$ cat src/hw/rtl/jsud_pkg.sv
// ----------------------------------------------------------------------------
// jsud_pkg
// Shared types and codes for the JSON string unescape decoder.
// ----------------------------------------------------------------------------
package jsud_pkg;

    typedef enum logic [3:0] {
        MODE_IDLE   = 4'd0,
        MODE_BODY   = 4'd1,
        MODE_ESC    = 4'd2,
        MODE_HEX1   = 4'd3,
        MODE_WANTBS = 4'd4,
        MODE_WANTU  = 4'd5,
        MODE_HEX2   = 4'd6
    } mode_t;

    localparam logic [1:0] ST_BYTE  = 2'd0;
    localparam logic [1:0] ST_CLOSE = 2'd1;
    localparam logic [1:0] ST_ERROR = 2'd2;

    localparam int MAX_RES = 4;
    localparam int CNT_W   = 3;

    typedef struct packed {
        mode_t       mode;
        logic [15:0] code_unit;
        logic [15:0] high_half;
        logic [1:0]  digit_count;
    } dec_state_t;

    // One group of result words caused by one input word
    typedef struct packed {
        logic [CNT_W-1:0]          cnt;
        logic [1:0]                status;
        logic [MAX_RES-1:0][7:0]   bytes;
    } res_group_t;

endpackage

$ cat src/hw/rtl/jsud_decode.sv
// ----------------------------------------------------------------------------
// jsud_decode
// Single-pass decode of one input word: next state and up to four results.
// ----------------------------------------------------------------------------
module jsud_decode
(
    input  jsud_pkg::dec_state_t st,
    input  logic                 op,
    input  logic [7:0]           in_byte,
    output jsud_pkg::dec_state_t st_next,
    output jsud_pkg::res_group_t res
);

    localparam logic [7:0] CH_QUOTE = 8'h22;
    localparam logic [7:0] CH_BSL   = 8'h5C;
    localparam logic [7:0] CH_SLASH = 8'h2F;
    localparam logic [7:0] CH_B     = 8'h62;
    localparam logic [7:0] CH_F     = 8'h66;
    localparam logic [7:0] CH_N     = 8'h6E;
    localparam logic [7:0] CH_R     = 8'h72;
    localparam logic [7:0] CH_T     = 8'h74;
    localparam logic [7:0] CH_U     = 8'h75;
    localparam logic [7:0] CTRL_LIM = 8'h20;

    localparam logic [15:0] HI_LO = 16'hD800;
    localparam logic [15:0] HI_HI = 16'hDBFF;
    localparam logic [15:0] LO_LO = 16'hDC00;
    localparam logic [15:0] LO_HI = 16'hDFFF;
    localparam logic [20:0] SUPP_BASE = 21'h10000;
    localparam logic [20:0] LIM1 = 21'h7F;
    localparam logic [20:0] LIM2 = 21'h7FF;
    localparam logic [20:0] LIM3 = 21'hFFFF;

    logic        hex_ok;
    logic [3:0]  hex_d;
    logic [15:0] cu_new;
    logic        is_high;
    logic        is_low;
    logic [20:0] cp;
    logic        err;

    function automatic jsud_pkg::res_group_t encode(input logic [20:0] c);
        jsud_pkg::res_group_t r;
        r = '0;
        r.status = jsud_pkg::ST_BYTE;
        if (c <= LIM1) begin
            r.cnt = 3'd1;
            r.bytes[0] = c[7:0];
        end else if (c <= LIM2) begin
            r.cnt = 3'd2;
            r.bytes[0] = {3'b110, c[10:6]};
            r.bytes[1] = {2'b10, c[5:0]};
        end else if (c <= LIM3) begin
            r.cnt = 3'd3;
            r.bytes[0] = {4'b1110, c[15:12]};
            r.bytes[1] = {2'b10, c[11:6]};
            r.bytes[2] = {2'b10, c[5:0]};
        end else begin
            r.cnt = 3'd4;
            r.bytes[0] = {5'b11110, c[20:18]};
            r.bytes[1] = {2'b10, c[17:12]};
            r.bytes[2] = {2'b10, c[11:6]};
            r.bytes[3] = {2'b10, c[5:0]};
        end
        return r;
    endfunction

    always_comb
    begin
        hex_ok = 1'b1;
        hex_d  = 4'd0;
        if (in_byte >= 8'h30 && in_byte <= 8'h39) begin
            hex_d = in_byte[3:0];
        end else if ((in_byte >= 8'h61 && in_byte <= 8'h66)
                     || (in_byte >= 8'h41 && in_byte <= 8'h46)) begin
            hex_d = in_byte[3:0] + 4'd9;
        end else begin
            hex_ok = 1'b0;
        end
    end

    assign cu_new  = {st.code_unit[11:0], hex_d};
    assign is_high = (cu_new >= HI_LO) && (cu_new <= HI_HI);
    assign is_low  = (cu_new >= LO_LO) && (cu_new <= LO_HI);

    // surrogate pair: high_half - D800 is just its low ten bits
    assign cp = (st.mode == jsud_pkg::MODE_HEX2)
              ? ({1'b0, st.high_half[9:0], cu_new[9:0]} + SUPP_BASE)
              : {5'd0, cu_new};

    always_comb
    begin
        st_next = st;
        res     = '0;
        res.status = jsud_pkg::ST_BYTE;
        err     = 1'b0;

        if (op) begin
            err = 1'b1;
        end else begin
            unique case (st.mode)
                jsud_pkg::MODE_BODY:
                begin
                    if (in_byte == CH_QUOTE) begin
                        st_next      = '0;
                        st_next.mode = jsud_pkg::MODE_IDLE;
                        res.cnt      = 3'd1;
                        res.status   = jsud_pkg::ST_CLOSE;
                    end else if (in_byte < CTRL_LIM) begin
                        err = 1'b1;
                    end else if (in_byte == CH_BSL) begin
                        st_next.mode = jsud_pkg::MODE_ESC;
                    end else begin
                        res.cnt      = 3'd1;
                        res.bytes[0] = in_byte;
                    end
                end
                jsud_pkg::MODE_ESC:
                begin
                    st_next.mode = jsud_pkg::MODE_BODY;
                    res.cnt      = 3'd1;
                    unique case (in_byte)
                        CH_QUOTE, CH_BSL, CH_SLASH: res.bytes[0] = in_byte;
                        CH_B: res.bytes[0] = 8'h08;
                        CH_F: res.bytes[0] = 8'h0C;
                        CH_N: res.bytes[0] = 8'h0A;
                        CH_R: res.bytes[0] = 8'h0D;
                        CH_T: res.bytes[0] = 8'h09;
                        CH_U:
                        begin
                            res.cnt             = 3'd0;
                            st_next.mode        = jsud_pkg::MODE_HEX1;
                            st_next.code_unit   = 16'd0;
                            st_next.digit_count = 2'd0;
                        end
                        default: err = 1'b1;
                    endcase
                end
                jsud_pkg::MODE_HEX1, jsud_pkg::MODE_HEX2:
                begin
                    if (!hex_ok) begin
                        err = 1'b1;
                    end else if (st.digit_count != 2'd3) begin
                        st_next.code_unit   = cu_new;
                        st_next.digit_count = st.digit_count + 2'd1;
                    end else begin
                        st_next.digit_count = 2'd0;
                        if (st.mode == jsud_pkg::MODE_HEX1 && is_high) begin
                            st_next.high_half = cu_new;
                            st_next.code_unit = 16'd0;
                            st_next.mode      = jsud_pkg::MODE_WANTBS;
                        end else if ((st.mode == jsud_pkg::MODE_HEX1 && is_low)
                                     || (st.mode == jsud_pkg::MODE_HEX2 && !is_low)) begin
                            err = 1'b1;
                        end else begin
                            st_next.mode      = jsud_pkg::MODE_BODY;
                            st_next.code_unit = 16'd0;
                            st_next.high_half = 16'd0;
                            res               = encode(cp);
                        end
                    end
                end
                jsud_pkg::MODE_WANTBS:
                begin
                    if (in_byte != CH_BSL) begin
                        err = 1'b1;
                    end else begin
                        st_next.mode = jsud_pkg::MODE_WANTU;
                    end
                end
                jsud_pkg::MODE_WANTU:
                begin
                    if (in_byte != CH_U) begin
                        err = 1'b1;
                    end else begin
                        st_next.mode        = jsud_pkg::MODE_HEX2;
                        st_next.code_unit   = 16'd0;
                        st_next.digit_count = 2'd0;
                    end
                end
                default:
                begin
                    if (in_byte != CH_QUOTE) begin
                        err = 1'b1;
                    end else begin
                        st_next      = '0;
                        st_next.mode = jsud_pkg::MODE_BODY;
                    end
                end
            endcase
        end

        if (err) begin
            st_next      = '0;
            st_next.mode = jsud_pkg::MODE_IDLE;
            res          = '0;
            res.cnt      = 3'd1;
            res.status   = jsud_pkg::ST_ERROR;
        end
    end

endmodule

$ cat src/hw/rtl/jsud_out_buf.sv
// ----------------------------------------------------------------------------
// jsud_out_buf
// Result register: holds one group of up to four words and sends them in turn.
// ----------------------------------------------------------------------------
module jsud_out_buf
(
    input  logic                 clk,
    input  logic                 rst_n,
    input  logic                 load,
    input  jsud_pkg::res_group_t grp,
    output logic                 free,
    output logic                 m_axis_tvalid,
    input  logic                 m_axis_tready,
    output logic [7:0]           m_axis_tdata,  // [7:0] out_byte
    output logic [1:0]           m_axis_tuser,  // [1:0] status
    output logic                 m_axis_tlast
);

    logic [jsud_pkg::CNT_W-1:0]         cnt_reg, cnt_next;
    logic [1:0]                         status_reg, status_next;
    logic [jsud_pkg::MAX_RES-1:0][7:0]  bytes_reg, bytes_next;
    logic                               pop;

    assign pop  = m_axis_tvalid && m_axis_tready;
    assign free = (cnt_reg == '0) || (cnt_reg == 3'd1 && m_axis_tready);

    always_comb
    begin
        cnt_next    = cnt_reg;
        status_next = status_reg;
        bytes_next  = bytes_reg;
        if (load) begin
            cnt_next    = grp.cnt;
            status_next = grp.status;
            bytes_next  = grp.bytes;
        end else if (pop) begin
            cnt_next   = cnt_reg - 3'd1;
            bytes_next = {8'd0, bytes_reg[jsud_pkg::MAX_RES-1:1]};
        end
    end

    always_ff @(posedge clk or negedge rst_n)
    begin
        if (!rst_n) begin
            cnt_reg <= '0;
        end else begin
            cnt_reg <= cnt_next;
        end
    end

    always_ff @(posedge clk)
    begin
        status_reg <= status_next;
        bytes_reg  <= bytes_next;
    end

    assign m_axis_tvalid = (cnt_reg != '0);
    assign m_axis_tdata  = bytes_reg[0];
    assign m_axis_tuser  = status_reg;
    assign m_axis_tlast  = (cnt_reg == 3'd1);

endmodule

$ cat src/hw/rtl/json_string_unescape_decoder_unit.sv
// Path: the input word is registered, decoded, and its results are registered.
// Throughput: one input word per cycle while each yields at most one result and
// the receiver is ready; a word yielding n results (n up to 4, from a \u escape)
// holds the output port until the group output register has sent them all.
// Reset: asynchronous, active low; decoder returns to idle awaiting a quote.
// ----------------------------------------------------------------------------
// json_string_unescape_decoder_unit
// Decodes a quoted JSON string token into UTF-8 bytes, close and error marks.
// ----------------------------------------------------------------------------
module json_string_unescape_decoder_unit
(
    input  logic       clk,
    input  logic       rst_n,
    input  logic       s_axis_tvalid,
    output logic       s_axis_tready,
    input  logic [7:0] s_axis_tdata,   // [7:0] in_byte
    input  logic       s_axis_tuser,   // [0] op
    output logic       m_axis_tvalid,
    input  logic       m_axis_tready,
    output logic [7:0] m_axis_tdata,   // [7:0] out_byte
    output logic [1:0] m_axis_tuser,   // [1:0] status
    output logic       m_axis_tlast
);

    logic                 in_vld_reg, in_vld_next;
    logic                 op_reg;
    logic [7:0]           byte_reg;
    logic                 take;
    logic                 advance;
    logic                 buf_free;
    jsud_pkg::dec_state_t st_reg, st_next, dec_st;
    jsud_pkg::res_group_t dec_res;

    jsud_decode u_dec
    (
        .st      (st_reg),
        .op      (op_reg),
        .in_byte (byte_reg),
        .st_next (dec_st),
        .res     (dec_res)
    );

    // an item with no result never waits for the output side
    assign advance       = in_vld_reg && (buf_free || dec_res.cnt == '0);
    assign s_axis_tready = !in_vld_reg || advance;
    assign take          = s_axis_tvalid && s_axis_tready;
    assign in_vld_next   = take || (in_vld_reg && !advance);
    assign st_next       = advance ? dec_st : st_reg;

    always_ff @(posedge clk or negedge rst_n)
    begin
        if (!rst_n) begin
            in_vld_reg <= 1'b0;
            st_reg     <= '0;
        end else begin
            in_vld_reg <= in_vld_next;
            st_reg     <= st_next;
        end
    end

    always_ff @(posedge clk)
    begin
        if (take) begin
            op_reg   <= s_axis_tuser;
            byte_reg <= s_axis_tdata;
        end
    end

    jsud_out_buf u_obuf
    (
        .clk           (clk),
        .rst_n         (rst_n),
        .load          (advance && dec_res.cnt != '0),
        .grp           (dec_res),
        .free          (buf_free),
        .m_axis_tvalid (m_axis_tvalid),
        .m_axis_tready (m_axis_tready),
        .m_axis_tdata  (m_axis_tdata),
        .m_axis_tuser  (m_axis_tuser),
        .m_axis_tlast  (m_axis_tlast)
    );

endmodule

$ cat config.mk
export PLATFORM = sky130hd
export DESIGN_NAME = json_string_unescape_decoder_unit
export DESIGN_NICKNAME = d
export VERILOG_FILES = /design/src/hw/rtl/jsud_pkg.sv /design/src/hw/rtl/jsud_decode.sv /design/src/hw/rtl/jsud_out_buf.sv /design/src/hw/rtl/json_string_unescape_decoder_unit.sv
export SDC_FILE = /design/constraint.sdc
export NUM_CORES = 1
export LEC_CHECK = 0
export ABC_AREA = 1
export ABC_CLOCK_PERIOD_IN_PS = 2800
export BUFFER_PORTS_ARGS = -buffer_cell sky130_fd_sc_hd__buf_2
export CORE_MARGIN = 2
export CORE_UTILIZATION = 45
export CTS_CLUSTER_SIZE = 28
export DETAILED_ROUTE_END_ITERATION = 6
export GPL_TIMING_DRIVEN = 0
export MAX_ROUTING_LAYER = met4
export REMOVE_ABC_BUFFERS = 1
export SYNTH_ARGS = -nofsm -noshare
export SYNTH_HDL_FRONTEND = slang
export SYNTH_HIERARCHICAL = 1
export SYNTH_SLANG_ARGS = --single-unit
$ cat constraint.sdc
create_clock -name clk -period 2.8 [get_ports clk]
set_input_delay 0.28 -clock clk [delete_from_list [all_inputs] [get_ports clk]]
set_output_delay 0.28 -clock clk [all_outputs]
set_load 0.02 [all_outputs]
==> out/results.tsv <==
stage	metric	value	unit
sta	finalHoldViolations	23	
layout	diodes	0	
sta	worst_slack	-0.189	ns
die	die_area	13900	um^2
critical_path	critPathSlowestCell	edfxtp_1	
die	initial_utilization	0.462	
die	fp.dieH	118	um
power_and_ir_drop	power.density	709	nW/um^2
clock_tree	numClockSinks	75	
run_status	violations	negative hold slack, negative setup slack	
critical_path	critical-path-max-stage-delay	0.43	ns
placement	dp.cells	1015	
detailed_routing	drt_iter0_markers	456	
detailed_routing	vias	6038	
clock_tree	hold_buffers	0	
yosys	ys_warn_count	6	
global_routing	met1_usage	0.360	
clock_tree	path_clk_slew	0.07	ns
die	core_region_area	12600	um^2
detailed_routing	dr.pass1.iters	5	
placement	pre_cts_slack	-3.43	ns
detailed_routing	drc	0	
die	pin_count	26	
global_routing	grt_pass1_wl	29.4	mm
critical_path	path_class	reg -> reg	
flow_run	cap_violations	0	
clock_tree	cts_max_path_buffers	2	
placement	dp_hpwl	11.5	mm
critical_path	crit_buf_inv	6	
critical_path	critPathRequiredTime	2.91	ns
yosys	synth_cells	869	
power_and_ir_drop	max-vdd-ir-drop	0.335	mV
detailed_routing	routedWlPerCell	16.3	um
global_routing	grt_max_degree	33	
critical_path	reg2reg_depth	19	
sta	max-slew-margin-rel	0.113	
sta	post-route-min-period	2.99	ns
layout	syn2layout_area_growth	29.6	%
layout	instances_no_fill	1135	
critical_path	worst_setup_path_start_kind	register	
sta	rsz0062_at_grt	true	
global_routing	grt.busiest_layer	met2	
detailed_routing	drt_wl_total	18.6	mm
critical_path	crit_chain	inv_2, ha_4, o21ai_1, nand2_1, nand2_4, nand2_4, nand2_4, nor3b_4, buf_6, nand2_2, nand4_1, inv_2, nand2_4, nand3_4, clkinvlp_4, inv_8, clkbuf_16, nand2_2, nand2_1	
clock_tree	cts_buffers	9	
critical_path	cp_common_cell	nand2_4	
critical_path	cp.depth	19	
clock_tree	clock_latency	0.35	ns
sta	finalSetupViolCount	98	
hold_path	min_path_type	in -> async	
clock_tree	cts-root-buf	clkbuf_16	
global_routing	first_global_vias	5637	
layout	layout-drive-gt1-share	0.320	
detailed_routing	detail-route-antenna-nets	0	
yosys	avgSynthCellArea	6.71	um^2
power_and_ir_drop	p_leak	0.00368	uW
die	num_rows	41	
sta	skew	0.0109	ns
global_routing	grt_use_met3	0.0509	
die	fp.dieW	118	um
global_routing	grt_antenna_before_repair	0	
clock_tree	cts_tree	yes	
layout	final_nets	980	
run_status	outcome	finished, violations left	
yosys	syn_area	5830	um^2
sta	period_share	1.07	
sta	drv_slew	0	
sta	max_freq	0.335	GHz
sta	tightestPinTransition	1.33	ns
global_routing	grt_overflow	0	
global_routing	grt_usage	0.274	
clock_tree	htree_levels	3	
detailed_routing	vias_per_cell	5.32	
placement	gp_congestion	1.01	
global_routing	grt_util_met2	0.426	
critical_path	cp-end-kind	register	
layout	largest_reg_flops	28	
critical_path	crit_arrival	3.10	ns
placement	port_buffers	25	
sta	whs	-0.0150	ns
critical_path	path_max_fanout	7	
critical_path	crit_family	simple AND/OR/NAND/NOR gates	
worst paths after layout:
check	startpoint	endpoint	slack, ns
worst max register to register	byte_reg[1]	u_obuf/m_axis_tdata[2]	-0.19
max in group asynchronous	rst_n	st_reg[8]	2.29
worst max-delay path	byte_reg[1]	u_obuf/m_axis_tdata[2]	-0.19
min in group clk	s_axis_tdata[1]	byte_reg[1]	0.09
worst min register to register	st_reg[0]	st_reg[0]	0.51
worst min-delay path	rst_n	st_reg[36]	-0.01
layer usage:
layer / vias up / wire [um]
met5: - / 0
met4: 0 / 507
met3: 45 / 1280
met2: 237 / 8670
met1: 2804 / 8090
li1: 2952 / -
cells in the final DEF, fill, tap and decap left out, drive strengths merged, types with 6 or more instances in the layout:
master	instances
a21oi	46
nor2	81
edfxtp	43
nand2	329
clkinvlp	11
o21ai	36
nor3	11
dfrtp	32
a21boi	6
inv	98
nand4	6
nand3	94
ha	9
a22oi	6
buf	117
clkbuf	11
timing repair:
action	in CTS	in global routing
cloned	11	2
pin swaps	34	31
hold endpoints to repair	0	0
setup buffers	59	32
endpoints found under the setup margin	109	106
gates resized for setup	119	62
metrics by stage:
stage | utilization | total power (uW) | hold WS [ns] | setup TNS, ns | area (um^2)
6_report | 0.599 | 5360 | -0.0150 | -10.01 | 7560
5_1_grt | 0.599 | 5660 | 0.0480 | -24.33 | 7560
4_1_cts | 0.562 | 5170 | 0.0164 | -4.83 | 7090
3_5_place_dp | 0.461 | 3290 | 0.387 | -294.66 | 5820
3_3_place_gp | 0.461 | 3280 | 0.379 | -286.46 | 5820
2_1_floorplan | - | 2830 | -0.0156 | -95.64 | 5480
power by group:
group | internal (uW) | switching (uW)
combinational | 833 | 1460
sequential | 1620 | 240
clock | 704 | 509
cell type report:
| cell class | instances | area [um^2] |
|---|---|---|
| Sequential cell | 75 | 2100 |
| Timing Repair inverter | 8 | 67.6 |
| Inverter | 99 | 402 |
| Multi-Input combinational cell | 646 | 3510 |
| Fill cell | 1170 | 5060 |
| Clock inverter | 7 | 82.6 |
| Tap cell | 172 | 215 |
| Timing Repair Buffer | 119 | 956 |
| Clock buffer | 9 | 225 |
worst register-to-register path, stage by stage, from the launching register on:
cell	delay, ns
edfxtp_1	0.43
inv_2	0.14
ha_4	0.16
o21ai_1	0.07
nand2_1	0.10
nand2_4	0.07
nand2_4	0.11
nand2_4	0.07
nor3b_4	0.31
buf_6	0.16
nand2_2	0.05
nand4_1	0.19
inv_2	0.07
nand2_4	0.11
nand3_4	0.10
clkinvlp_4	0.26
inv_8	0.09
clkbuf_16	0.16
nand2_2	0.05
nand2_1	0.05
Power figures use the tool's default switching activity.
